File: config.mk
export PLATFORM = sky130hd
export DESIGN_NAME = spff_queue
export DESIGN_NICKNAME = d
export VERILOG_FILES = /design/src/rtl/core/spff_pkg.sv /design/src/rtl/core/spff_queue.sv
export VERILOG_INCLUDE_DIRS = /design/src /design/src/rtl/core
export SDC_FILE = /design/constraint.sdc
export NUM_CORES = 1
export LEC_CHECK = 0
export ABC_CLOCK_PERIOD_IN_PS = 2400
export BUFFER_PORTS_ARGS = -buffer_cell sky130_fd_sc_hd__buf_2
export CORE_MARGIN = 4
export CORE_UTILIZATION = 38
export CTS_CLUSTER_DIAMETER = 30
export DETAILED_ROUTE_END_ITERATION = 8
export GPL_TIMING_DRIVEN = 0
export HOLD_SLACK_MARGIN = 0.06
export PLACE_DENSITY = 0.66
export SYNTH_ARGS = -nofsm -noshare
export SYNTH_HDL_FRONTEND = slang
export SYNTH_SLANG_ARGS = --single-unit
File: constraint.sdc
create_clock -name clk -period 2.4 [get_ports clk]
set_clock_uncertainty 0.05 [all_clocks]
set_input_delay 0.48 -clock clk [delete_from_list [all_inputs] [get_ports clk]]
set_output_delay 0.48 -clock clk [all_outputs]
set_load 0.05 [all_outputs]
File: src/rtl/core/smallest_prime_factor_factorizer_core_macros.svh
// ----------------------------------------------------------------------------
// smallest_prime_factor_factorizer_core_macros.svh
// Assertion macros shared by the factorizer RTL.
// ----------------------------------------------------------------------------
`ifndef SMALLEST_PRIME_FACTOR_FACTORIZER_CORE_MACROS_SVH
`define SMALLEST_PRIME_FACTOR_FACTORIZER_CORE_MACROS_SVH

`ifndef SYNTHESIS
// implication or plain property, checked out of reset
`define SPFF_ASSERT(label, prop, msg) \
  label: assert property (@(posedge clk) disable iff (!rst_n) (prop)) else $error(msg);
// condition that must never hold out of reset
`define SPFF_NEVER(label, cond, msg) \
  label: assert property (@(posedge clk) disable iff (!rst_n) !(cond)) else $error(msg);
`else
`define SPFF_ASSERT(label, prop, msg)
`define SPFF_NEVER(label, cond, msg)
`endif

`endif

File: src/rtl/core/spff_pkg.sv
// ----------------------------------------------------------------------------
// spff_pkg
// Types, constants and helpers of the smallest-prime-factor factorizer.
// ----------------------------------------------------------------------------
package spff_pkg;

  localparam int VALUE_W     = 16;
  localparam int VALUE_SPAN  = 65536;
  localparam int QUEUE_DEPTH = 4;
  localparam int QUEUE_AW    = $clog2(QUEUE_DEPTH);

  // one table row: smallest prime factor and the quotient value / factor
  typedef struct packed {
    logic [VALUE_W-1:0] spf;
    logic [VALUE_W-1:0] quot;
  } entry_t;

  localparam int ENTRY_W = $bits(entry_t);

  // table port request; addresses are full value width, top trims them
  typedef struct packed {
    logic               we;
    logic [VALUE_W-1:0] waddr;
    entry_t             wdata;
    logic               re;
    logic [VALUE_W-1:0] raddr;
  } ram_req_t;

  typedef enum logic [1:0] {
    K_BAD,
    K_ONE,
    K_PLAIN
  } kind_t;

  typedef struct packed {
    kind_t              kind;
    logic [VALUE_W-1:0] value;
  } qent_t;

  typedef struct packed {
    logic  valid;
    qent_t ent;
  } qhead_t;

  // row written by the initial pass, before any odd prime marks it
  function automatic entry_t init_entry(logic [VALUE_W-1:0] v);
    entry_t e;
    e.spf  = v;
    e.quot = VALUE_W'(1);
    if (v == '0) begin
      e.quot = '0;
    end else if (!v[0] && v >= VALUE_W'(4)) begin
      e.spf  = VALUE_W'(2);
      e.quot = v >> 1;
    end
    return e;
  endfunction

endpackage

File: src/rtl/core/spff_queue.sv
// ----------------------------------------------------------------------------
// spff_queue
// Short register FIFO between front and back.
// ----------------------------------------------------------------------------
`include "smallest_prime_factor_factorizer_core_macros.svh"

module spff_queue import spff_pkg::*; (
  input  logic   clk,
  input  logic   rst_n,
  input  logic   push,
  input  qent_t  push_ent,
  input  logic   pop,
  output logic   full,
  output qhead_t head
);

  qent_t               mem_r [QUEUE_DEPTH];
  logic [QUEUE_AW-1:0] wr_ptr_r, rd_ptr_r;
  logic [QUEUE_AW:0]   count_r;
  logic                do_pop;

  assign full       = count_r == (QUEUE_AW+1)'(QUEUE_DEPTH);
  assign head.valid = count_r != '0;
  assign head.ent   = mem_r[rd_ptr_r];
  assign do_pop     = pop && head.valid;

  always_ff @(posedge clk) begin
    if (!rst_n) begin
      wr_ptr_r <= '0;
      rd_ptr_r <= '0;
      count_r  <= '0;
    end else begin
      if (push) begin
        wr_ptr_r <= wr_ptr_r + QUEUE_AW'(1);
      end
      if (do_pop) begin
        rd_ptr_r <= rd_ptr_r + QUEUE_AW'(1);
      end
      unique case ({push, do_pop})
        2'b10:   count_r <= count_r + (QUEUE_AW+1)'(1);
        2'b01:   count_r <= count_r - (QUEUE_AW+1)'(1);
        default: count_r <= count_r;
      endcase
    end
    if (push) begin
      mem_r[wr_ptr_r] <= push_ent;
    end
  end

  `SPFF_NEVER(a_no_overflow, push && full && !do_pop, "push into full queue")
  `SPFF_ASSERT(a_count_bound, count_r <= (QUEUE_AW+1)'(QUEUE_DEPTH), "queue count out of range")

endmodule

* Yosys cells after proc, flatten, opt, wreduce, memory -nomap -nowiden *
Memories as Yosys holds them, arrays and structs flattened. A register that Yosys moved wholly into a read port is not among the register bits.
Index checks and enable logic that the tools add are counted.

storage, ports and cells
  register bits = 7
  logic and storage cells = 19
  output and inout bits = 20
  memories kept = 1
  RAM bits = 72

operators by class
  muxes and demuxes = 5
  reduce and logical (&&, ||, !) cells = 3
  eq/ne operators = 3
  add/sub/neg operators = 4

memories
  memory  words  bits a word  rd ports  clocked after Yosys merged registers in  wr ports  line              RTL
  mem_r   4      18           1         1                                        1         spff_queue.sv:17  qent_t mem_r [QUEUE_DEPTH];

operator list
  operator                                                                count
  3-bit case mux with 2 select lines                                      1
  2-bit by 1-bit adder with 2-bit output (second input constant)          2
  2-bit two-way mux                                                       2
  3-bit by 1-bit adder with 3-bit output (second input constant)          1
  3-bit equality test (second input constant)                             1
  3-bit nonzero test                                                      1
  3-bit by 1-bit subtractor with 3-bit output (second input constant)     1
  2-bit by 1-bit equality test with 1-bit output (second input constant)  1
  2-bit equality test (second input constant)                             1
  1-bit two-way mux                                                       2
  2-bit nonzero test                                                      1
  1-bit logical AND                                                       1

* Logic depth before layout (Yosys ltp) *
Gate-level depths: netlist of the first run.

  depth in word-level cells = 4
  depth in mapped cells = 7
  depth with buffers taken out = 7

* Worst setup path before layout of the first run *
Ideal clock, no wire load.

  kind = input -> register
  start point = input port pop
  end point = register count_r[2]
  setup time = 0.076 ns
  stages on the path = 7
  path slack = 0.483 ns
  data arrival time = 1.791 ns
  path buffers = 0
  cells stage by stage = o31a_1 ha_1 inv_1 fa_1 xor2_1 or3_1 a21boi_0

between the ends
  word-level cells in the longest chain between the ends = 3
  elaborated cells between the ends (all ways) = 5

ends and longest elaborated chain
  item                                                                                          line              RTL
  start, declared                                                                               spff_queue.sv:12  input logic pop,
  1-bit logical AND (*)                                                                         spff_queue.sv:25  assign do_pop = pop && head.valid;
  2-bit by 1-bit equality test with 1-bit output / 2-bit equality test (equally long branches)  spff_queue.sv:39  unique case ({push, do_pop})
  3-bit case mux with 2 select lines / 2-bit nonzero test (equally long branches)               -
  end signal, assigned                                                                          spff_queue.sv:40  2'b10: count_r <= count_r + (QUEUE_AW+1)'(1);
  end signal, assigned                                                                          spff_queue.sv:41  2'b01: count_r <= count_r - (QUEUE_AW+1)'(1);
  end signal, assigned                                                                          spff_queue.sv:42  default: count_r <= count_r;
  end, declared                                                                                 spff_queue.sv:19  logic [QUEUE_AW:0] count_r;

Every way passes the cells marked *; elsewhere a longest branch is shown, timed or not.
A chain may end at the register's enable or synchronous reset.

==> flow_summary_export.csv, run 1 <==
group,metric,value,unit
setup_path,crit_chain,"buf_2, buf_2, mux4_2, buf_2",
sta,report.final.hold_viol_count,0,
run,max_cap_violations,0,
routing,top_layer_used,"met4",
setup_path,slowest_delay,0.35,ns
synth,synthTopCellsByCount,"edfxtp_1, mux4_2, dfxtp_1, and2_1, mux4_1",
final_layout,multi_input_area,698.2,sq um
placement,dp_hpwl,3139,microns
power_and_ir_drop,cellPowerDensity,1020,nW/um^2
setup_path,endpoint_kind,"primary output",
setup_path,path_buf_inv,3,
routing,wl_met1,2041,microns
synth,synth_largest_area_cell,"edfxtp_1",
final_layout,fill_cells,694,
final_layout,nets,221,
final_layout,seqCellArea,2342,sq um
cts,clk_path_buf_depth,2,
setup_path,crit_path_frequent_cell,"buf_2",
cts,post_cts_resized,0,
cts,postCtsHoldBufs,0,
global_routing,grt_max_degree,19,
cts,cts_made_buffers,9,
power_and_ir_drop,total_power,3711,uW
setup_path,cp_max_fo,10,
setup_path,critPathKind,"register to primary output",
setup_path,r2r_slack,0.39,ns
synth,ys_seq_elements,81,
routing,route.met3.wl,299,microns
global_routing,antenna_found_initial,0,
placement,gp_congestion,0.7071,
synth,async_reset_ff_share,0,%
synth,synth_nets,169,
setup_path,r2r-start,"count_r[0]$_SDFFE_PN0P_",
cts,htree_levels,3,
synth,yosysTopAreaCellShare,69.65,%
final_layout,syn_to_final_growth,17.21,%
sta,rsz0062_at_grt,"no",
synth,avgSynthCellArea,22.02,sq um
cts,post-cts-setup-buffer-count,0,
sta,finalSetupTns,0,ns
synth,synth.area.top_cells,"edfxtp_1, mux4_2, mux4_1",
setup_path,required,1.87,ns
setup_path,path_delay_family,"buffers and inverters",
sta,fmax,0.4374,GHz
cts,clock_latency,0.35,ns
synth,synth-seq-area-share,75.45,%
sta,layout_setup_ws,0.1137,ns
cts,cts.sinks,81,
cts,cts.clk_slew.worst_paths,0.08,ns
global_routing,grt_first_pass_wirelength,7590,microns
synth,synth_top_flop_cell,"edfxtp_1",
cts,cts_tree,"done",
floorplanning,core_area,7848,sq um
global_routing,grt_util_all_layers,10.53,%
routing,vias,1437,
sta,finalSetupViolCount,0,
setup_path,cp.arrival,1.76,ns
routing,drt_iter0_markers,75,
floorplanning,fp.dieW,98.38,microns
final_layout,diodes,0,
final_layout,final_area,3638,sq um
run_status,outcome,"complete, no violations",
synth,syn_area,3104,sq um
power_and_ir_drop,ir_drop,0.5368,mV
global_routing,grt_pass1_vias,1514,
synth,synthCells,141,
routing,drc,0,
routing,wl_met2,2483,microns
routing,wl_per_cell,16.20,microns
synth,yosysUniqueCellTypes,22,
power_and_ir_drop,p_leak,0.001271,uW
sta,tightest_slew,0.9721,ns
floorplanning,start_util,39.56,%
synth,synth_most_common_cell,"edfxtp_1",
sta,drv_slew,0,
routing,drtAntennaViolNets,0,
worst_hold_path,worstHoldStart,"push_ent[9]",
floorplanning,die_area,9679,sq um
global_routing,gr-total-overflow,0,
synth,yosys_warnings,0,
placement,dp_slack,0.2558,ns
worst_hold_path,hold_path_class,"primary input to register",
placement,dpl_cell_area,3437,sq um
cts,root_buffer,"clkbuf_8",
sta,slew_headroom,35.20,%
placement,io_buffers,41,
sta,period_share,95.26,%
floorplanning,die_h,98.38,microns
routing,dr.pass1.iters,4,
floorplanning,ios,42,
floorplanning,num_rows,32,
setup_path,slowest_stage,"mux4_2",
synth,synth-edff-count,72,
setup_path,start_kind,"register",
final_layout,layout-drive-gt1-share,35.86,%
routing,viasPerCell,4.790,
sta,period_needed,2.286,ns
routing,totalWireLength,4861,microns
-- sequential cells by signal, summed over array words and instances (netlist names), named ones only --
signal	flops
wr_ptr_r	2
count_r	3
mem_r	72
rd_ptr_r	2
-- final cells by class --
cell class                 instances  share of cell area [%]
sequential                        81                   64.37
clock buffer                       9                   3.404
inverter                           6                  0.6190
buffer                             4                   1.135
clock inverter                     7                   2.132
timing repair buffer              41                   5.640
multi-input combinational         50                   19.19
tap                              102                   3.508
-- cells in the final DEF (no fill, tap or decap) --
cell        Yosys  final
inv_1           6      6
and2_1          8      8
dfxtp_1         9      9
inv_6           0      2
and3_1          1      1
buf_6           1      1
mux2i_1         1      1
xor2_1          2      2
bufinv_16       0      1
nand2_1         1      1
o31a_1          1      1
buf_12          1      1
fa_1            1      1
or3_1           2      2
buf_2           2     43
clkinv_2        0      1
edfxtp_1       72     72
o311ai_1        1      1
xnor2_1         3      3
clkinv_4        0      2
clkbuf_8        0      9
a21boi_0        1      1
mux4_2         10     10
mux4_1          8      8
o21ai_0         2      2
nor2b_1         3      3
ha_1            5      5
clkinvlp_4      0      1
-- metrics by stage --
stage | hold slack (ns) | instances | util (%)
after floorplan | 0.4427 | 141 | -
after global routing | 0.2747 | 300 | 46.36
after global placement | 0.4852 | 284 | 43.80
final | 0.2959 | 300 | 46.36
after CTS | 0.2679 | 300 | 46.36
after detailed placement | 0.5117 | 284 | 43.80
-- path summary, 6_finish.rpt --
path,depth (start not counted),to
worst min-delay path,1,mem_r[0][9]$_DFFE_PP_
worst min register to register,2,rd_ptr_r[0]$_SDFFE_PN0P_
worst max register to register,7,count_r[2]$_SDFFE_PN0P_
worst max-delay path,4,head[4]
-- logic make-up after synthesis --
kind of cell	Yosys count	synth area share (%)
flops	81	75.45
mux	19	14.35
simple gates	15	2.942
buf+inv	10	2.056
fa+ha+maj	6	2.660
compound gates	5	1.129
xor+xnor	5	1.411
-- metal layers --
layer | vias to the layer above | track usage, %
li1 | 674 | -
met1 | 723 | 12.35
met2 | 34 | 17.26
met3 | 6 | 5.000
met4 | 0 | 3.151
met5 | - | 0
-- power breakdown --
group	switching (uW)	total (uW)	internal [uW]
Sequential	49.2	1680	1640
Clock	486	974	489
Combinational	686	1050	366
Total	1220	3710	2490
Power figures use the tool's default switching activity.
==> run 2, diff against run 1 <==
--- a/config.mk
+++ b/config.mk
@@ -9,12 +9,12 @@
 export ABC_CLOCK_PERIOD_IN_PS = 2400
 export BUFFER_PORTS_ARGS = -buffer_cell sky130_fd_sc_hd__buf_2
 export CORE_MARGIN = 4
-export CORE_UTILIZATION = 38
+export CORE_UTILIZATION = 56
 export CTS_CLUSTER_DIAMETER = 30
 export DETAILED_ROUTE_END_ITERATION = 8
 export GPL_TIMING_DRIVEN = 0
 export HOLD_SLACK_MARGIN = 0.06
-export PLACE_DENSITY = 0.66
+export PLACE_DENSITY = 0.87
 export SYNTH_ARGS = -nofsm -noshare
 export SYNTH_HDL_FRONTEND = slang
 export SYNTH_SLANG_ARGS = --single-unit
==> flow_summary_export.csv, run 2 (synthesized netlist as in run 1, its figures left out) <==
group,metric,value,unit
cts,clock_latency,0.34,ns
power_and_ir_drop,p_leak,0.001266,uW
sta,slew_headroom,37.61,%
sta,fmax,0.4358,GHz
routing,viasPerCell,5.571,
placement,gp_congestion,0.7077,
cts,clk_path_buf_depth,2,
cts,cts_tree,"done",
placement,io_buffers,41,
setup_path,r2r-end,"count_r[2]$_SDFFE_PN0P_",
cts,cts_made_buffers,9,
final_layout,seqCellArea,2342,sq um
sta,finalSetupViolCount,0,
floorplanning,die_h,82.46,microns
final_layout,nets,221,
cts,post_cts_resized,0,
routing,drtAntennaViolNets,0,
routing,wl_per_cell,19.41,microns
setup_path,start_kind,"register",
setup_path,r2r-start,"count_r[0]$_SDFFE_PN0P_",
final_layout,top_regs,"mem_r x72, count_r x3",
floorplanning,start_util,59.27,%
floorplanning,num_rows,26,
cts,post-cts-setup-buffer-count,0,
final_layout,multi_input_area,698.2,sq um
sta,period_share,95.62,%
setup_path,critPathKind,"register to primary output",
global_routing,antenna_found_initial,0,
placement,place_inst,252,
sta,rsz0062_at_grt,"no",
global_routing,grt_first_pass_wirelength,8073,microns
routing,drt_iter0_markers,115,
cts,root_buffer,"clkbuf_8",
final_layout,final_common_cell,"edfxtp_1",
routing,vias,1493,
final_layout,layout-drive-gt1-share,35.35,%
worst_hold_path,hold_depth,1,
routing,drc,0,
floorplanning,die_area,6799,sq um
setup_path,cp.arrival,1.76,ns
power_and_ir_drop,p_sw,1204,uW
power_and_ir_drop,p_clk_share,25.3,%
worst_hold_path,hold_path_class,"primary input to register",
power_and_ir_drop,cellPowerDensity,1026,nW/um^2
final_layout,fin_util,68.44,%
sta,period_needed,2.295,ns
floorplanning,ios,42,
routing,dr.pass1.iters,4,
setup_path,endpoint_kind,"primary output",
sta,report.final.hold_viol_count,0,
power_and_ir_drop,pwr-share-seq,45.9,%
sta,hold_slack,0.2985,ns
final_layout,regMostFlops,"mem_r",
power_and_ir_drop,p_int,2473,uW
placement,dp_hpwl,3481,microns
global_routing,grt_max_degree,19,
final_layout,syn_to_final_growth,15.48,%
power_and_ir_drop,ir_drop,0.5801,mV
cts,htree_levels,3,
final_layout,diodes,0,
routing,totalWireLength,5201,microns
final_layout,layout.cells.non_filler,268,
sta,finalSetupTns,0,ns
global_routing,grt_pass1_vias,1550,
run_status,outcome,"complete, no violations",
sta,drv_slew,0,
cts,cts.sinks,81,
floorplanning,fp.dieW,82.46,microns
floorplanning,core_area,5238,sq um
global_routing,grt_util_all_layers,17.46,%
worst_hold_path,min_to,"mem_r[2][4]$_DFFE_PP_",
power_and_ir_drop,combPwrFrac,28.8,%
setup_path,r2r_slack,0.38,ns
cts,cts.clk_slew.worst_paths,0.08,ns
global_routing,gr-total-overflow,0,
setup_path,cp_max_fo,10,
final_layout,fill_cells,351,
setup_path,required,1.87,ns
setup_path,r2r_cells,7,
cts,postCtsHoldBufs,0,
run,max_cap_violations,0,
worst_hold_path,worstHoldStart,"push_ent[4]",
final_layout,final_cell_mix,"edfxtp_1, buf_2, mux4_2, dfxtp_1, clkbuf_8",
power_and_ir_drop,total_power,3676,uW
sta,tightest_slew,0.9358,ns
final_layout,largest_reg_flops,72,
power_and_ir_drop,switching_share,32.75,%
==> run 2: layer usage <==
layer	track usage, %	share of wire [%]	wire length (microns)
met1	21.44	39	2045
met4	8.970	2.1	110
met3	5.748	6.2	324
met5	0	0	0
met2	27.72	52	2720
==> run 2: power groups by stage <==
| stage | Combinational (uW) | Sequential, uW | Clock (uW) |
|---|---|---|---|
| after global placement | 1030 | 1710 | 0 |
| after CTS | 1080 | 1690 | 942 |
| after detailed placement | 1070 | 1720 | 0 |
| after floorplan | 856 | 1700 | 0 |
| after global routing | 1130 | 1700 | 1010 |
| final | 1060 | 1690 | 928 |
==> run 2: final cells by class <==
cell class                 count  area share (%)
tap                           70           2.443
sequential                    81           65.34
inverter                       6          0.6283
timing repair buffer          41           5.724
clock inverter                 7           1.710
clock buffer                   9           3.456
buffer                         4           1.222
multi-input combinational     50           19.48
==> run 2: worst max path at each step <==
| stage | endpoint | slack [ns] | cells after the start |
|---|---|---|---|
| floorplan | count_r[2]$_SDFFE_PN0P_ | 0.48 | 7 |
| detailed placement | count_r[2]$_SDFFE_PN0P_ | 0.26 | 8 |
| global placement | count_r[2]$_SDFFE_PN0P_ | 0.35 | 8 |
| global route | head[2] | 0.05 | 4 |
| CTS | head[2] | 0.06 | 4 |
| finish | head[2] | 0.11 | 4 |
==> run 2: per-stage QoR <==
step | setup WS (ns) | cell area (sq um)
CTS | 0.06235 | 3582
floorplan | 0.4833 | 3104
global placement | 0.3519 | 3397
finish | 0.1052 | 3585
global route | 0.05135 | 3585
detailed placement | 0.2597 | 3397
==> run 2: worst max-delay path, stage by stage (launching register included) <==
cell and delay [ns]:
dfxtp_1 0.33, buf_6 0.17, buf_12 0.16, mux4_2 0.52, buf_2 0.23
==> run 3, diff against run 2 <==
==> constraint.sdc (replaced) <==
create_clock -name clk -period 2.4 [get_ports clk]
set_clock_uncertainty 0.05 [all_clocks]
set_input_delay 0.48 -clock clk [delete_from_list [all_inputs] [get_ports clk]]
set_output_delay 0.48 -clock clk [all_outputs]
set_load 0.005 [all_outputs]
==> flow_summary_export.csv, run 3 (synthesized netlist as in run 1, its figures left out) <==
group,metric,value,unit
setup_path,r2r_cells,7,
global_routing,grt_first_pass_wirelength,8073,microns
worst_hold_path,min_to,"mem_r[2][4]$_DFFE_PP_",
final_layout,seqCellArea,2342,sq um
final_layout,final_common_cell,"edfxtp_1",
floorplanning,ios,42,
routing,totalWireLength,5196,microns
floorplanning,die_h,82.46,microns
setup_path,cp.arrival,1.69,ns
final_layout,largest_reg_flops,72,
run_status,outcome,"complete, no violations",
sta,tightest_slew,0.9358,ns
cts,cts_tree,"done",
sta,period_share,92.54,%
final_layout,diodes,0,
routing,dr.pass1.iters,4,
global_routing,antenna_found_initial,0,
floorplanning,fp.dieW,82.46,microns
routing,drt_iter0_markers,115,
placement,dpl_cell_area,3397,sq um
placement,dp_hpwl,3481,microns
setup_path,endpoint_kind,"primary output",
global_routing,grt_max_degree,19,
placement,io_buffers,41,
power_and_ir_drop,ir_drop,0.5051,mV
setup_path,critPathKind,"register to primary output",
floorplanning,die_area,6799,sq um
cts,cts.sinks,81,
routing,vias,1482,
floorplanning,core_area,5238,sq um
sta,period_needed,2.221,ns
cts,root_buffer,"clkbuf_8",
floorplanning,start_util,59.27,%
floorplanning,num_rows,26,
sta,layout_setup_ws,0.1789,ns
routing,viasPerCell,5.530,
global_routing,grt_util_all_layers,17.46,%
cts,post-cts-setup-buffer-count,0,
final_layout,top_regs,"mem_r x72, count_r x3",
setup_path,r2r_slack,0.38,ns
cts,clk_path_buf_depth,2,
setup_path,required,1.87,ns
final_layout,fill_cells,351,
global_routing,grt_pass1_vias,1550,
final_layout,nets,221,
placement,dp_slack,0.2597,ns
placement,place_inst,252,
global_routing,gr-total-overflow,0,
sta,rsz0062_at_grt,"no",
final_layout,syn_to_final_growth,15.40,%
worst_hold_path,hold_depth,1,
routing,drc,0,
placement,gp_congestion,0.7077,
sta,finalSetupViolCount,0,
cts,clock_latency,0.35,ns
cts,cts.clk_slew.worst_paths,0.08,ns
cts,htree_levels,3,
worst_hold_path,worstHoldStart,"push_ent[4]",
power_and_ir_drop,cellPowerDensity,913.7,nW/um^2
sta,fmax,0.4502,GHz
routing,wl_per_cell,19.39,microns
cts,postCtsHoldBufs,0,
final_layout,layout-drive-gt1-share,35.35,%
final_layout,layout.cells.non_filler,268,
power_and_ir_drop,p_leak,0.001267,uW
final_layout,final_cell_mix,"edfxtp_1, buf_2, mux4_2, dfxtp_1, clkbuf_8",
setup_path,start_kind,"register",
routing,drtAntennaViolNets,0,
final_layout,multi_input_area,698.2,sq um
final_layout,regMostFlops,"mem_r",
final_layout,final_area,3582,sq um
cts,post_cts_resized,0,
setup_path,r2r-end,"count_r[2]$_SDFFE_PN0P_",
sta,slew_headroom,37.61,%
sta,drv_slew,0,
cts,cts_made_buffers,9,
sta,report.final.hold_viol_count,0,
setup_path,cp_max_fo,10,
run,max_cap_violations,0,
sta,finalSetupTns,0,ns
power_and_ir_drop,total_power,3273,uW
setup_path,r2r-start,"count_r[0]$_SDFFE_PN0P_",
worst_hold_path,hold_path_class,"primary input to register",
[run 3: cell types whose count changed in the layout (fill, tap and decap cells not counted)]
cell      delta
buf_2        +1
clkbuf_4     -1
[run 3: final cells by class]
type / instances / share of cell area, %
timing repair buffer: 41 / 5.728
sequential: 81 / 65.39
clock inverter: 7 / 1.711
buffer: 4 / 1.153
multi-input combinational: 50 / 19.49
tap: 70 / 2.445
clock buffer: 9 / 3.458
inverter: 6 / 0.6287
[run 3: how the worst max path moves through the flow]
stage | from | endpoint | cells after the start
after floorplan | pop | count_r[2]$_SDFFE_PN0P_ | 7
after CTS | register | head[2] | 4
after detailed placement | pop | count_r[2]$_SDFFE_PN0P_ | 8
final | register | head[2] | 4
after global placement | pop | count_r[2]$_SDFFE_PN0P_ | 8
after global routing | register | head[2] | 4
[run 3: power breakdown]
part	switching (uW)	internal [uW]	leakage, uW
logic	295	363	0.000435
clock network	459	469	0.0000962
registers	51.4	1640	0.000735
total	805	2470	0.00127
[run 3: stage by stage]
step | utilization, % | hold WS (ns)
finish | 68.39 | 0.2980
CTS | 68.39 | 0.2869
global route | 68.39 | 0.2812
global placement | 64.86 | 0.4575
detailed placement | 64.86 | 0.5061
floorplan | - | 0.4427
[run 3: per-layer routing]
| layer | GRT usage [%] | vias to the layer above | share of wire (%) |
|---|---|---|---|
| met3 | 5.748 | 12 | 6.7 |
| met5 | 0 | - | 0 |
| li1 | - | 676 | - |
| met2 | 27.72 | 46 | 53 |
| met1 | 21.44 | 748 | 38 |
| met4 | 8.970 | 0 | 2.1 |
[run 3: worst max-delay path: stages, from the launching register on]
cell and delay [ns]:
dfxtp_1 0.31, buf_2 0.21, buf_2 0.31, mux4_2 0.37, buf_2 0.15
