==> config.mk <==
export PLATFORM = sky130hd
export DESIGN_NAME = spff_sieve
export DESIGN_NICKNAME = d
export VERILOG_FILES = /design/src/rtl/core/smallest_prime_factor_factorizer_core_macros.svh /design/src/rtl/core/spff_pkg.sv /design/src/rtl/core/spff_sieve.sv
export SDC_FILE = /design/constraint.sdc
export NUM_CORES = 1
export LEC_CHECK = 0
export ABC_AREA = 1
export BUFFER_PORTS_ARGS = -buffer_cell sky130_fd_sc_hd__buf_2
export CELL_PAD_IN_SITES_DETAIL_PLACEMENT = 1
export CELL_PAD_IN_SITES_GLOBAL_PLACEMENT = 1
export CORE_MARGIN = 2
export CORE_UTILIZATION = 47
export CTS_CLUSTER_SIZE = 14
export DETAILED_ROUTE_END_ITERATION = 6
export GPL_ROUTABILITY_DRIVEN = 0
export PLACE_DENSITY = 0.82
export SYNTH_ARGS = -nofsm -noshare
export SYNTH_HDL_FRONTEND = slang
export SYNTH_SLANG_ARGS = --single-unit
export TNS_END_PERCENT = 1
==> constraint.sdc <==
create_clock -name clk -period 8.37 [get_ports clk]
set_input_delay 2.0925 -clock clk [delete_from_list [all_inputs] [get_ports clk]]
set_output_delay 2.0925 -clock clk [all_outputs]
set_load 0.01 [all_outputs]
==> src/rtl/core/smallest_prime_factor_factorizer_core_macros.svh <==
// ----------------------------------------------------------------------------
// smallest_prime_factor_factorizer_core_macros.svh
// Assertion macros shared by the factorizer RTL.
// ----------------------------------------------------------------------------
`ifndef SMALLEST_PRIME_FACTOR_FACTORIZER_CORE_MACROS_SVH
`define SMALLEST_PRIME_FACTOR_FACTORIZER_CORE_MACROS_SVH

`ifndef SYNTHESIS
// implication or plain property, checked out of reset
`define SPFF_ASSERT(label, prop, msg) \
  label: assert property (@(posedge clk) disable iff (!rst_n) (prop)) else $error(msg);
// condition that must never hold out of reset
`define SPFF_NEVER(label, cond, msg) \
  label: assert property (@(posedge clk) disable iff (!rst_n) !(cond)) else $error(msg);
`else
`define SPFF_ASSERT(label, prop, msg)
`define SPFF_NEVER(label, cond, msg)
`endif

`endif

==> src/rtl/core/spff_pkg.sv <==
// ----------------------------------------------------------------------------
// spff_pkg
// Types, constants and helpers of the smallest-prime-factor factorizer.
// ----------------------------------------------------------------------------
package spff_pkg;

  localparam int VALUE_W     = 16;
  localparam int VALUE_SPAN  = 65536;
  localparam int QUEUE_DEPTH = 4;
  localparam int QUEUE_AW    = $clog2(QUEUE_DEPTH);

  // one table row: smallest prime factor and the quotient value / factor
  typedef struct packed {
    logic [VALUE_W-1:0] spf;
    logic [VALUE_W-1:0] quot;
  } entry_t;

  localparam int ENTRY_W = $bits(entry_t);

  // table port request; addresses are full value width, top trims them
  typedef struct packed {
    logic               we;
    logic [VALUE_W-1:0] waddr;
    entry_t             wdata;
    logic               re;
    logic [VALUE_W-1:0] raddr;
  } ram_req_t;

  typedef enum logic [1:0] {
    K_BAD,
    K_ONE,
    K_PLAIN
  } kind_t;

  typedef struct packed {
    kind_t              kind;
    logic [VALUE_W-1:0] value;
  } qent_t;

  typedef struct packed {
    logic  valid;
    qent_t ent;
  } qhead_t;

  // row written by the initial pass, before any odd prime marks it
  function automatic entry_t init_entry(logic [VALUE_W-1:0] v);
    entry_t e;
    e.spf  = v;
    e.quot = VALUE_W'(1);
    if (v == '0) begin
      e.quot = '0;
    end else if (!v[0] && v >= VALUE_W'(4)) begin
      e.spf  = VALUE_W'(2);
      e.quot = v >> 1;
    end
    return e;
  endfunction

endpackage

==> src/rtl/core/spff_sieve.sv <==
// ----------------------------------------------------------------------------
// spff_sieve
// Builds the smallest-factor table after reset: one initial pass, then each
// odd prime marks its unmarked multiples from its square, one per cycle.
// ----------------------------------------------------------------------------
module spff_sieve import spff_pkg::*; #(
  parameter int BOUND = 65536
) (
  input  logic     clk,
  input  logic     rst_n,
  input  entry_t   rdata,
  output ram_req_t req,
  output logic     done
);

  localparam int CW = $clog2(BOUND) + 1;

  typedef enum logic [2:0] {
    S_INIT,
    S_SQUARE,
    S_CHECK,
    S_PRIME,
    S_MARK,
    S_DONE
  } state_t;

  state_t              state_r, state_nxt;
  logic [CW-1:0]       cnt_r, cnt_nxt;
  logic [CW-1:0]       p_r, p_nxt;
  logic [2*CW-1:0]     sq_r, sq_nxt;
  logic [VALUE_W-1:0]  k_r, k_nxt;
  logic                pend_r, pend_nxt;
  logic [CW-1:0]       pend_m_r, pend_m_nxt;
  logic [VALUE_W-1:0]  pend_k_r, pend_k_nxt;
  logic                done_r, done_nxt;
  logic                in_range;

  assign in_range = cnt_r < CW'(BOUND);

  always_comb begin
    state_nxt  = state_r;
    cnt_nxt    = cnt_r;
    p_nxt      = p_r;
    sq_nxt     = sq_r;
    k_nxt      = k_r;
    pend_nxt   = pend_r;
    pend_m_nxt = pend_m_r;
    pend_k_nxt = pend_k_r;
    done_nxt   = done_r;
    req        = '0;
    unique case (state_r)
      S_INIT: begin
        req.we    = 1'b1;
        req.waddr = VALUE_W'(cnt_r);
        req.wdata = init_entry(VALUE_W'(cnt_r));
        if (cnt_r == CW'(BOUND - 1)) begin
          p_nxt     = CW'(3);
          state_nxt = S_SQUARE;
        end else begin
          cnt_nxt = cnt_r + CW'(1);
        end
      end
      S_SQUARE: begin
        sq_nxt    = p_r * p_r;
        state_nxt = S_CHECK;
      end
      S_CHECK: begin
        if (sq_r >= (2*CW)'(BOUND)) begin
          done_nxt  = 1'b1;
          state_nxt = S_DONE;
        end else begin
          req.re    = 1'b1;
          req.raddr = VALUE_W'(p_r);
          state_nxt = S_PRIME;
        end
      end
      S_PRIME: begin
        if (rdata.spf == VALUE_W'(p_r)) begin
          cnt_nxt   = CW'(sq_r);
          k_nxt     = VALUE_W'(p_r);
          pend_nxt  = 1'b0;
          state_nxt = S_MARK;
        end else begin
          p_nxt     = p_r + CW'(1);
          state_nxt = S_SQUARE;
        end
      end
      S_MARK: begin
        // read multiple m now, decide on the one read last cycle
        req.re     = in_range;
        req.raddr  = VALUE_W'(cnt_r);
        req.we     = pend_r && (rdata.spf == VALUE_W'(pend_m_r));
        req.waddr  = VALUE_W'(pend_m_r);
        req.wdata  = '{spf: VALUE_W'(p_r), quot: pend_k_r};
        pend_nxt   = in_range;
        pend_m_nxt = cnt_r;
        pend_k_nxt = k_r;
        if (in_range) begin
          cnt_nxt = cnt_r + p_r;
          k_nxt   = k_r + VALUE_W'(1);
        end else if (!pend_r) begin
          p_nxt     = p_r + CW'(1);
          state_nxt = S_SQUARE;
        end
      end
      S_DONE: begin
        done_nxt = 1'b1;
      end
      default: begin
        state_nxt = S_INIT;
      end
    endcase
  end

  always_ff @(posedge clk) begin
    if (!rst_n) begin
      state_r <= S_INIT;
      cnt_r   <= '0;
      p_r     <= '0;
      pend_r  <= 1'b0;
      done_r  <= 1'b0;
    end else begin
      state_r <= state_nxt;
      cnt_r   <= cnt_nxt;
      p_r     <= p_nxt;
      pend_r  <= pend_nxt;
      done_r  <= done_nxt;
    end
    sq_r     <= sq_nxt;
    k_r      <= k_nxt;
    pend_m_r <= pend_m_nxt;
    pend_k_r <= pend_k_nxt;
  end

  assign done = done_r;

endmodule

After elaboration in Yosys (flattened, before gate mapping)

Cells that the tools add are included.

Flip-flop bits (word level): 121
Bits of input ports: 34
Output and inout bits: 67
Logic and storage cells: 76

Add/sub/neg operators: 4
Multipliers: 1
$lt $le $gt $ge: 3
Equal/unequal tests: 16
Mux-type cells: 28
Bitwise operators: 1
Reduce and logical (&&, ||, !) cells: 14

Operators with widths:

| operator              | count |
|---|---|
| $mux 17               | 8 |
| $pmux 17 s3           | 2 |
| $pmux 49 s2           | 1 |
| $mux 16               | 4 |
| $add 17x1->17 const B | 2 |
| $ge 34x17->1 const B  | 1 |
| $mul 17x17->34        | 1 |
| $pmux 17 s2           | 1 |
| $eq 16x16->1          | 2 |
| $mux 32               | 1 |
| $pmux 16 s2           | 1 |
| $pmux 3 s6            | 1 |
| $add 17x17->17        | 1 |
| $eq 17x16->1 const B  | 1 |
| $lt 17x17->1 const B  | 1 |
| $add 16x1->16 const B | 1 |
| $ge 16x3->1 const B   | 1 |
| $logic_not 16->1      | 1 |
| $ne 2x2->1 const B    | 8 |
| $mux 3                | 5 |
| $reduce_and 4->1      | 2 |
| $eq 3x2->1 const B    | 2 |
| $eq 3x3->1 const B    | 2 |
| $reduce_and 5->1      | 1 |
| other kinds (11)      | 16 |

Depth between registers and ports, before layout

Gate-level depths: netlist of run 1.

Word-level depth: 5
Depth in mapped cells: 26
Mapped depth without buffers: 24

Worst setup path after synthesis of run 1

Ideal clock, no wire load.

Path type: flip-flop to flip-flop
Start point: register p_r[5]
End point: register sq_r[33] (data pin)
Setup time: 0.253 ns
Arrival time: 5.561 ns
Required time: 8.117 ns
Slack: 2.556 ns
Stages on the path, launching flop included: 23
Path buffers: 2
Clock period less this slack: 5.814 ns
Cell sequence: dfxtp_1 > buf_2 > buf_1 > nand2_1 > fa_1 > inv_1 > fa_1 > inv_1 > fa_1 > inv_1 > fa_1 > fa_1 > inv_1 > fa_1 > inv_1 > ha_1 > nand2_1 > o21ai_0 > nor2_1 > a21oi_1 > nand3_1 > nand3b_1 > nand2_1

Cells in the longest elaborated chain, start to end: 1

RTL lines:

| item                   | RTL line          | source |
|---|---|---|
| start, declared        | spff_sieve.sv:29  | `logic [CW-1:0] p_r, p_nxt;` |
| start signal, assigned | spff_sieve.sv:125 | `p_r <= p_nxt;` |
| $mul 17x17->34         | spff_sieve.sv:64  | `sq_nxt = p_r * p_r;` |
| end signal, assigned   | spff_sieve.sv:129 | `sq_r <= sq_nxt;` |
| end, declared          | spff_sieve.sv:30  | `logic [2*CW-1:0] sq_r, sq_nxt;` |

No other way between the ends.
A chain may end at the register's enable or synchronous reset.

Final worst setup path of run 1

Start point: register p_r[3]
End point: register sq_r[31] (data pin)

The elaborated chain is that of the path after synthesis.

==> results of run 1 <==
==> cell usage after synthesis, types with 5 or more instances <==
library cell  instances  area [um^2]
o21ai_0              78          390
xnor2_1              18          158
nand4_1              13         81.3
inv_2                15         56.3
a31oi_1               6         37.5
o21bai_1              6         45.0
nor4_1                7         43.8
nand3_1              56          280
fa_1                192         3840
a21oi_1              64          320
xor2_1               45          394
a21o_1                5         37.5
nor2_1              140          526
nor3_1               25          125
buf_2                18         90.1
nand2_1             545         2050
buf_1                17         63.8
clkbuf_1             22         82.6
nand2_2               6         37.5
a21oi_2              14          123
o22ai_1              37          231
inv_1               465         1750
nand3b_1              5         37.5
ha_1                127         1590
dfxtp_1              39          781
edfxtp_1             81         2430
==> per-layer routing <==
| metal | track usage | up-vias | routed length (um) |
|---|---|---|---|
| met2 | 0.519 | 433 | 25300 |
| li1 | - | 6503 | - |
| met4 | 0.157 | 0 | 2760 |
| met5 | 0 | - | 0 |
| met1 | 0.365 | 7037 | 21300 |
| met3 | 0.0445 | 152 | 2430 |
==> cells by family (layout without fill, tap and decap cells) <==
| group | after synthesis | after routing | share of synthesized area |
|---|---|---|---|
| simple gates | 817 | 817 | 0.211 |
| buf+inv | 546 | 618 | 0.132 |
| fa+ha+maj | 319 | 319 | 0.340 |
| compound gates | 224 | 224 | 0.0816 |
| flops | 120 | 120 | 0.201 |
| xor+xnor | 63 | 63 | 0.0345 |
| other cells | 0 | 1 | 0 |
==> state kept, by name, indices dropped and copies added (netlist names) <==
| name | count |
|---|---|
| pend_m_r | 16 |
| p_r | 17 |
| pend_k_r | 16 |
| done | 1 |
| pend_r | 1 |
| state_r | 3 |
| sq_r | 33 |
| k_r | 16 |
| cnt_r | 17 |
==> power by group through the flow <==
stage	Sequential, W	Clock, W	Combinational (W)
global placement	0.000717	0	0.000272
floorplan	0.000698	0	0.000195
detailed placement	0.000719	0	0.000281
finish	0.000708	0.000750	0.000287
global route	0.000711	0.000773	0.000313
CTS	0.000707	0.000752	0.000284
==> placed cells by master, fill, tap and decap left out, types with 39 or more instances in the layout <==
| cell | count |
|---|---|
| a21oi_1 | 64 |
| buf_2 | 84 |
| fa_1 | 192 |
| nand2_1 | 545 |
| nand3_1 | 56 |
| ha_1 | 127 |
| dfxtp_1 | 39 |
| o21ai_0 | 78 |
| edfxtp_1 | 81 |
| xor2_1 | 45 |
| inv_1 | 465 |
| nor2_1 | 140 |
==> stage by stage <==
stage	utilization	hold WS, ns	cells
floorplan	-	0.426	2089
global placement	0.501	0.433	2577
detailed placement	0.501	0.443	2577
CTS	0.519	0.460	2609
global route	0.519	0.477	2609
finish	0.519	0.464	2610
==> how the worst max path moves through the flow <==
stage	start	end	slack (ns)	cells after the start
2_1_floorplan	p_r[5]	sq_r[33]	2.56	22
3_5_place_dp	p_r[3]	sq_r[32]	1.73	20
6_report	p_r[3]	sq_r[31]	1.71	21
4_1_cts	p_r[13]	sq_r[31]	1.70	21
5_1_grt	p_r[3]	sq_r[31]	1.34	21
3_3_place_gp	p_r[6]	sq_r[32]	1.82	20
==> area by class of cell <==
| class | instances | area [um^2] | area share |
|---|---|---|---|
| Sequential cell | 120 | 3210 | 0.185 |
| Tap cell | 448 | 561 | 0.0322 |
| Antenna cell | 1 | 2.50 | 0.000144 |
| Clock inverter | 15 | 149 | 0.00856 |
| Clock buffer | 17 | 425 | 0.0245 |
| Multi-Input combinational cell | 1423 | 10700 | 0.613 |
| Inverter | 483 | 1820 | 0.105 |
| Timing Repair Buffer | 103 | 563 | 0.0324 |
==> results.py, run 1 <==
metrics = {
    "sta": {
        "setup_viol": 0,
        "fin_ws_ns": 1.71,
        "period_share": 0.795,
        "min_period_ns": 6.66,
        "tightest_slew_ns": 1.13,
        "finalHoldViolations": 0,
        "rsz0062_at_grt": "no",
        "clock_skew_ns": 0.0158,
        "fin_tns_setup_ns": 0,
        "maxSlewViolCount": 0,
        "timing.slew.headroom": 0.248,
        "fmax_mhz": 150,
    },
    "setup_path": {
        "r2r_slack_ns": 1.71,
        "cp.required_ns": 8.58,
        "critPathSlowestCell": "dfxtp_1",
        "crit_fanout": 21,
        "r2r_cells": 21,
        "cp_common_cell": "fa_1",
        "cp.buffers_inverters": 4,
        "r2r-start": "p_r[3]",
        "path_class": "reg -> reg",
        "critPathMaxStageDelay_ns": 1.03,
        "cpLargestDelayFamily": "adder cells",
        "crit_path_start_kind": "flop",
        "path_cells": "nand2_1 > fa_1 > inv_1 > fa_1 > fa_1 > fa_1 > fa_1 > inv_1 > fa_1 > inv_1 > ha_1 > a21oi_1 > inv_1 > nor2_1 > nor2_1 > nor2_1 > nor2_1 > nor3_1 > nand2_1 > nand2_1 > nand2_1",
        "cp_data_arrival_time_ns": 6.87,
        "endpoint_kind": "flop",
        "reg2reg_to": "sq_r[31]",
    },
    "global_route": {
        "gr-total-overflow": 0,
        "antenna_found_initial": 1,
        "grt_use_total": 0.301,
        "grt_pass1_wl_um": 82800,
        "grt_pass1_vias": 15584,
        "grt_max_degree": 67,
    },
    "place": {
        "dpl.hpwl_um": 42100,
        "place_ws_ns": 1.73,
        "place_area_um2": 16800,
        "port_buffers": 84,
    },
    "pwr": {
        "finalPower_w": 0.00175,
        "p_per_area_nw_per_um2": 100,
        "pwr-share-seq": 0.406,
        "p_int_w": 0.00115,
        "sw_frac_of_total": 0.342,
        "p_switching_w": 0.000597,
        "p_leak_nw": 9.40,
        "pwr-share-comb": 0.165,
        "ir_worst_vdd_mv": 0.149,
        "clockPowerShare": 0.430,
    },
    "routing": {
        "drt_iter0_markers": 797,
        "drt-pass1-iter-count": 6,
        "drc": 0,
        "vias": 14125,
        "antenna_left": 0,
        "routed_wl_um": 51700,
        "viasPerCell": 5.41,
        "routedWlPerCell_um": 19.8,
    },
    "synth": {
        "synth-seq-area-share": 0.201,
        "synth_cell_types": 47,
        "synth.avg_cell_area_um2": 7.65,
        "synth_cells": 2089,
        "yosysWarningCount": 0,
        "ys_ff_latch": 120,
        "synth_edf_count": 81,
        "ys.flop_type": "edfxtp_1",
        "syn_nets": 2442,
        "async_flop_share": 0,
        "syn-cell-area_um2": 16000,
    },
    "clocking": {
        "postCtsHoldBufs": 0,
        "clock_latency_ns": 0.46,
        "cts_resized": 0,
        "clockBufferDepth": 2,
        "cts-root-buf": "clkbuf_16",
        "cts_tree": "done",
        "h-tree-depth": 4,
        "cts.reportedPaths.clkPinSlew_ns": 0.07,
        "clock_sinks": 120,
        "post_cts_buffers": 0,
        "cts_buffers": 17,
    },
    "worst_hold_path": {
        "whs_path_depth": 0,
        "worst_hold_path.endpoint": "pend_k_r[6]",
        "min_path_type": "reg -> reg",
        "hp-start": "k_r[6]",
    },
    "floorplanning": {
        "core_um2": 33500,
        "dieArea_um2": 35500,
        "start_util": 0.477,
        "rows": 67,
        "ioPinCount": 101,
        "die_w_um": 188,
        "die_y_um": 188,
    },
    "cells_and_area": {
        "post-route-cell-area_um2": 17400,
        "drive_above_1_share": 0.0879,
        "syn_to_final_growth_pct": 8.81,
        "nNetsFinal": 2501,
        "n_fill_cell": 4222,
    },
    "run": {
        "drv_cap": 0,
    },
    "outcome": {
        "outcome": "completed",
    },
}
Power figures use the tool's default switching activity.
==> run 2, diff against run 1 <==
--- a/config.mk
+++ b/config.mk
@@ -10,11 +10,11 @@
 export CELL_PAD_IN_SITES_DETAIL_PLACEMENT = 1
 export CELL_PAD_IN_SITES_GLOBAL_PLACEMENT = 1
 export CORE_MARGIN = 2
-export CORE_UTILIZATION = 47
+export CORE_UTILIZATION = 43
 export CTS_CLUSTER_SIZE = 14
 export DETAILED_ROUTE_END_ITERATION = 6
 export GPL_ROUTABILITY_DRIVEN = 0
-export PLACE_DENSITY = 0.82
+export PLACE_DENSITY = 0.79
 export SYNTH_ARGS = -nofsm -noshare
 export SYNTH_HDL_FRONTEND = slang
 export SYNTH_SLANG_ARGS = --single-unit
==> constraint.sdc (replaced) <==
create_clock -name clk -period 5.7 [get_ports clk]
set_input_delay 1.425 -clock clk [delete_from_list [all_inputs] [get_ports clk]]
set_output_delay 1.425 -clock clk [all_outputs]
set_load 0.01 [all_outputs]
==> run 2 against run 1 <==
Against the previous run: power up 48%; global-route usage barely moved; clock skew up 0.0069 ns; flip-flop and latch count is the same; largest cell class unchanged; the flow now finishes with violations (setup timing); sequential power up 44%; fmax increased by 15%; first-iteration DRC count is 21% higher; design area is 9.2% higher; combinational power grew 52%; routed wire length up 15%; non-clock buffer count up 125; register-to-register slack worse by 1.8 ns.
==> results.py, run 2 (synthesized netlist as in run 1, its figures left out) <==
metrics = {
    "place": {
        "dpl.hpwl_um": 45200,
        "place_area_um2": 17700,
        "port_buffers": 84,
    },
    "cells_and_area": {
        "drive_above_1_share": 0.189,
        "register_area_um2": 3260,
        "final_common_cell": "nand2_1",
        "final_cell_mix": "527 x nand2_1, 456 x inv_1, 185 x fa_1",
        "multi_input_area_um2": 11200,
        "n_fill_cell": 4515,
        "reg_top3": "sq_r (33), cnt_r (17), p_r (17)",
        "post-route-cell-area_um2": 19000,
        "antenna_cells": 0,
        "regMostFlops": "sq_r",
        "largest_reg_flops": 33,
        "syn_to_final_growth_pct": 18.8,
        "nNetsFinal": 2626,
    },
    "global_route": {
        "grt_max_degree": 66,
        "grt_pass1_vias": 16382,
        "use_met1": 0.352,
        "grt_pass1_wl_um": 89300,
        "grt_use_met3": 0.0474,
        "gr-total-overflow": 0,
        "grt_use_met2": 0.539,
        "antenna_found_initial": 0,
        "grt_use_total": 0.301,
        "busiest_layer": "met2",
    },
    "worst_hold_path": {
        "min_path_type": "reg -> reg",
    },
    "sta": {
        "clock_skew_ns": 0.0227,
        "finalHoldViolations": 0,
        "fmax_mhz": 172,
        "period_share": 1.02,
        "maxSlewViolCount": 0,
        "min_period_ns": 5.80,
        "tightest_slew_ns": 0.788,
        "rsz0062_at_grt": "yes",
        "timing.slew.headroom": 0.473,
        "fin_tns_setup_ns": -0.317,
        "setup_viol": 7,
        "fin_ws_ns": -0.0988,
    },
    "pwr": {
        "ir_worst_vdd_mv": 0.204,
        "pwr-share-seq": 0.396,
        "p_leak_nw": 10.1,
        "p_switching_w": 0.000889,
        "pwr-share-comb": 0.169,
        "sw_frac_of_total": 0.345,
        "clockPowerShare": 0.435,
        "finalPower_w": 0.00258,
        "p_per_area_nw_per_um2": 136,
        "p_int_w": 0.00169,
    },
    "setup_path": {
        "cp_data_arrival_time_ns": 6.00,
        "cp.buffers_inverters": 5,
        "critPathSlowestCell": "fa_1",
        "cp.required_ns": 5.90,
        "path_cells": "buf_4 > nand2_1 > fa_1 > inv_1 > fa_1 > fa_1 > fa_1 > fa_1 > inv_1 > fa_1 > inv_1 > ha_4 > a21oi_2 > o21ai_1 > buf_4 > a21oi_1 > nand3_2 > xor2_1",
        "endpoint_kind": "flop",
        "crit_fanout": 7,
        "crit_path_start_kind": "flop",
        "path_class": "reg -> reg",
        "cpLargestDelayFamily": "adder cells",
        "critPathMaxStageDelay_ns": 0.63,
        "cp_common_cell": "fa_1",
    },
    "routing": {
        "drt_iter0_markers": 964,
        "viasPerCell": 5.44,
        "drc": 0,
        "routedWlPerCell_um": 21.6,
        "routed_wl_um": 59400,
        "drt-pass1-iter-count": 7,
        "antenna_left": 0,
        "vias": 14976,
    },
    "clocking": {
        "clockBufferDepth": 2,
        "cts.reportedPaths.clkPinSlew_ns": 0.07,
        "h-tree-depth": 4,
        "cts_tree": "done",
        "clock_sinks": 120,
        "clock_latency_ns": 0.46,
        "cts-root-buf": "clkbuf_16",
        "cts_buffers": 17,
    },
    "floorplanning": {
        "core_um2": 36600,
        "dieArea_um2": 38700,
        "die_y_um": 197,
        "ioPinCount": 101,
        "start_util": 0.437,
        "die_w_um": 197,
        "rows": 70,
    },
    "outcome": {
        "violations": "setup timing",
        "outcome": "finished with violations",
    },
    "run": {
        "drv_cap": 0,
    },
}
run 2: stage by stage:
step | cells | utilization | worst slack, ns | hold slack, ns
3_3_place_gp | 2710 | 0.484 | -0.0779 | 0.433
3_5_place_dp | 2710 | 0.484 | -0.232 | 0.452
5_1_grt | 2754 | 0.519 | -0.257 | 0.473
4_1_cts | 2745 | 0.504 | -0.0127 | 0.459
2_1_floorplan | 2089 | - | -0.0135 | 0.426
6_report | 2754 | 0.519 | -0.0988 | 0.464
run 2: final timing paths:
path / startpoint / to / slack (ns) / cells past startpoint
hold reg to reg: k_r[6] / pend_k_r[6] / 0.46 / 0
setup reg to reg: p_r[13] / sq_r[27] / -0.1 / 18
setup / recovery: p_r[13] / sq_r[27] / -0.1 / 18
hold / removal: k_r[6] / pend_k_r[6] / 0.46 / 0
run 2: layer usage:
layer	wire (um)	vias up
li1	-	6752
met3	3450	221
met5	0	-
met1	22500	7396
met2	30000	607
met4	3480	0
run 2: area by class of cell:
class | count | area share
multi-input combinational | 1423 | 0.588
sequential | 120 | 0.172
inverter | 483 | 0.0958
timing repair buffer | 228 | 0.0826
tap | 468 | 0.0308
clock buffer | 17 | 0.0224
clock inverter | 15 | 0.00797
run 2: what timing repair did:
| item | CTS | global route |
|---|---|---|
| endpoints found under the hold margin | 0 | 0 |
| pin swaps | 10 | 52 |
| setup endpoints to repair | 20 | 21 |
| buffers inserted | 3 | 9 |
| resized for setup | 38 | 129 |
| hold buffers | 0 | 0 |
run 2: power by group through the flow:
stage | combinational (W) | sequential (W) | clock (W)
global route | 0.000474 | 0.00102 | 0.00116
finish | 0.000435 | 0.00102 | 0.00112
floorplan | 0.000286 | 0.00102 | 0
CTS | 0.000434 | 0.00102 | 0.00112
detailed placement | 0.000432 | 0.00104 | 0
global placement | 0.000420 | 0.00104 | 0
==> run 3, diff against run 2 <==
--- a/config.mk
+++ b/config.mk
@@ -15,6 +15,7 @@
 export DETAILED_ROUTE_END_ITERATION = 6
 export GPL_ROUTABILITY_DRIVEN = 0
 export PLACE_DENSITY = 0.79
+export SKIP_CTS_REPAIR_TIMING = 1
 export SYNTH_ARGS = -nofsm -noshare
 export SYNTH_HDL_FRONTEND = slang
 export SYNTH_SLANG_ARGS = --single-unit
==> run 3 against run 2 <==
Against the previous run: die area unchanged; highest routed layer unchanged; utilization decreased by 0.23 points; power up 0.36%; non-clock buffer count unchanged; global-route usage decreased by 0.42 points; routed wire length shrank 0.93%; setup slack better by 0.017 ns; clock power about the same; sequential power barely moved; the flow still finishes with violations (setup timing); first-iteration DRC count shrank 5.0%; flip-flop and latch count did not move.
==> results.py, run 3 (synthesized netlist as in run 1, its figures left out) <==
metrics = {
    "worst_hold_path": {
        "min_path_type": "reg -> reg",
        "hp-start": "k_r[6]",
        "whs_path_depth": 0,
    },
    "cells_and_area": {
        "largest_reg_flops": 33,
        "nNetsFinal": 2626,
        "final_cell_mix": "529 x nand2_1, 458 x inv_1, 184 x fa_1",
        "post-route-cell-area_um2": 18900,
        "layout.cells.non_filler": 2754,
        "syn_to_final_growth_pct": 18.3,
        "drive_above_1_share": 0.183,
        "reg_top3": "sq_r (33), cnt_r (17), p_r (17)",
        "final_common_cell": "nand2_1",
        "antenna_cells": 0,
        "regMostFlops": "sq_r",
    },
    "setup_path": {
        "cp_data_arrival_time_ns": 6.01,
        "cp.required_ns": 5.93,
        "endpoint_kind": "flop",
        "r2r_cells": 22,
        "path_class": "reg -> reg",
        "crit_path_start_kind": "flop",
        "crit_fanout": 6,
        "critical_path.startpoint": "p_r[2]",
        "r2r-start": "p_r[2]",
    },
    "floorplanning": {
        "rows": 70,
        "ioPinCount": 101,
        "die_w_um": 197,
        "core_um2": 36600,
        "die_y_um": 197,
        "dieArea_um2": 38700,
        "start_util": 0.437,
    },
    "global_route": {
        "grt_use_met3": 0.0457,
        "busiest_layer": "met2",
        "grt_pass1_vias": 16251,
        "gr-total-overflow": 0,
        "use_met1": 0.351,
        "grt_max_degree": 66,
        "grt_use_total": 0.296,
        "antenna_found_initial": 0,
        "grt_pass1_wl_um": 88300,
        "grt_use_met2": 0.531,
    },
    "place": {
        "place_ws_ns": -0.232,
        "dpl.hpwl_um": 45200,
        "port_buffers": 84,
        "placed_cells": 2710,
        "place_area_um2": 17700,
    },
    "routing": {
        "vias": 14946,
        "antenna_left": 0,
        "routed_wl_um": 58800,
        "drt-pass1-iter-count": 5,
        "drc": 0,
        "drt_iter0_markers": 916,
        "viasPerCell": 5.43,
        "routedWlPerCell_um": 21.4,
    },
    "sta": {
        "period_share": 1.01,
        "tightest_slew_ns": 0.791,
        "min_period_ns": 5.78,
        "rsz0062_at_grt": "yes",
        "timing.slew.headroom": 0.471,
        "setup_viol": 4,
        "clock_skew_ns": 0.0257,
        "maxSlewViolCount": 0,
        "finalHoldViolations": 0,
        "fmax_mhz": 173,
        "fin_ws_ns": -0.0822,
        "whs_ns": 0.462,
    },
    "pwr": {
        "finalPower_w": 0.00259,
        "p_per_area_nw_per_um2": 137,
        "ir_worst_vdd_mv": 0.205,
        "p_leak_nw": 10.1,
    },
    "clocking": {
        "clock_sinks": 120,
        "cts-root-buf": "clkbuf_16",
        "cts_tree": "done",
        "cts_buffers": 17,
        "clockBufferDepth": 2,
        "cts.reportedPaths.clkPinSlew_ns": 0.09,
        "h-tree-depth": 4,
        "clock_latency_ns": 0.46,
    },
    "outcome": {
        "outcome": "finished with violations",
        "violations": "setup timing",
    },
    "run": {
        "drv_cap": 0,
    },
}
run 3: layer usage:
metal / wire length (um) / vias up
li1: - / 6759
met1: 22700 / 7413
met2: 29900 / 585
met3: 3260 / 189
met4: 2950 / 0
met5: 0 / -
run 3: report_power, final:
group | leakage [nW] | internal (W) | switching, W
registers | 1.05 | 0.000974 | 0.0000464
clock network | 0.277 | 0.000582 | 0.000548
logic | 8.75 | 0.000132 | 0.000304
total | 10.1 | 0.00169 | 0.000898
run 3: final cells by class:
class | instances | area (um^2)
fillers | 4529 | 17700
multi-input cells | 1423 | 11100
flip-flops and latches | 120 | 3270
inverters | 483 | 1820
repair buffers | 228 | 1570
well taps | 468 | 586
clock buffers | 17 | 425
clock inverters | 15 | 151
run 3: metrics by stage:
stage	util	setup TNS, ns
after floorplan	-	-0.0135
after global placement	0.484	-0.172
after detailed placement	0.484	-1.86
after CTS	0.500	-3.73
after global routing	0.517	-1.81
final	0.517	-0.110
run 3: final timing paths:
check,endpoint,slack (ns)
setup / recovery,sq_r[31],-0.08
hold / removal,pend_k_r[6],0.46
setup reg to reg,sq_r[31],-0.08
hold reg to reg,pend_k_r[6],0.46
run 3: critical path, cell delays in order, from the launching register on:
cell      delay (ns)
dfxtp_4         0.39
buf_4           0.16
nand2_1         0.08
inv_1           0.06
fa_1            0.54
inv_1           0.06
fa_1            0.44
fa_1            0.49
inv_1           0.12
fa_2            0.46
fa_1            0.55
inv_1           0.06
fa_1            0.55
inv_1           0.08
ha_4            0.32
nand2_1         0.14
buf_4           0.18
nor2_1          0.11
inv_1           0.12
nor2_2          0.23
nand3b_1        0.21
nand3_1         0.12
nand2_1         0.05
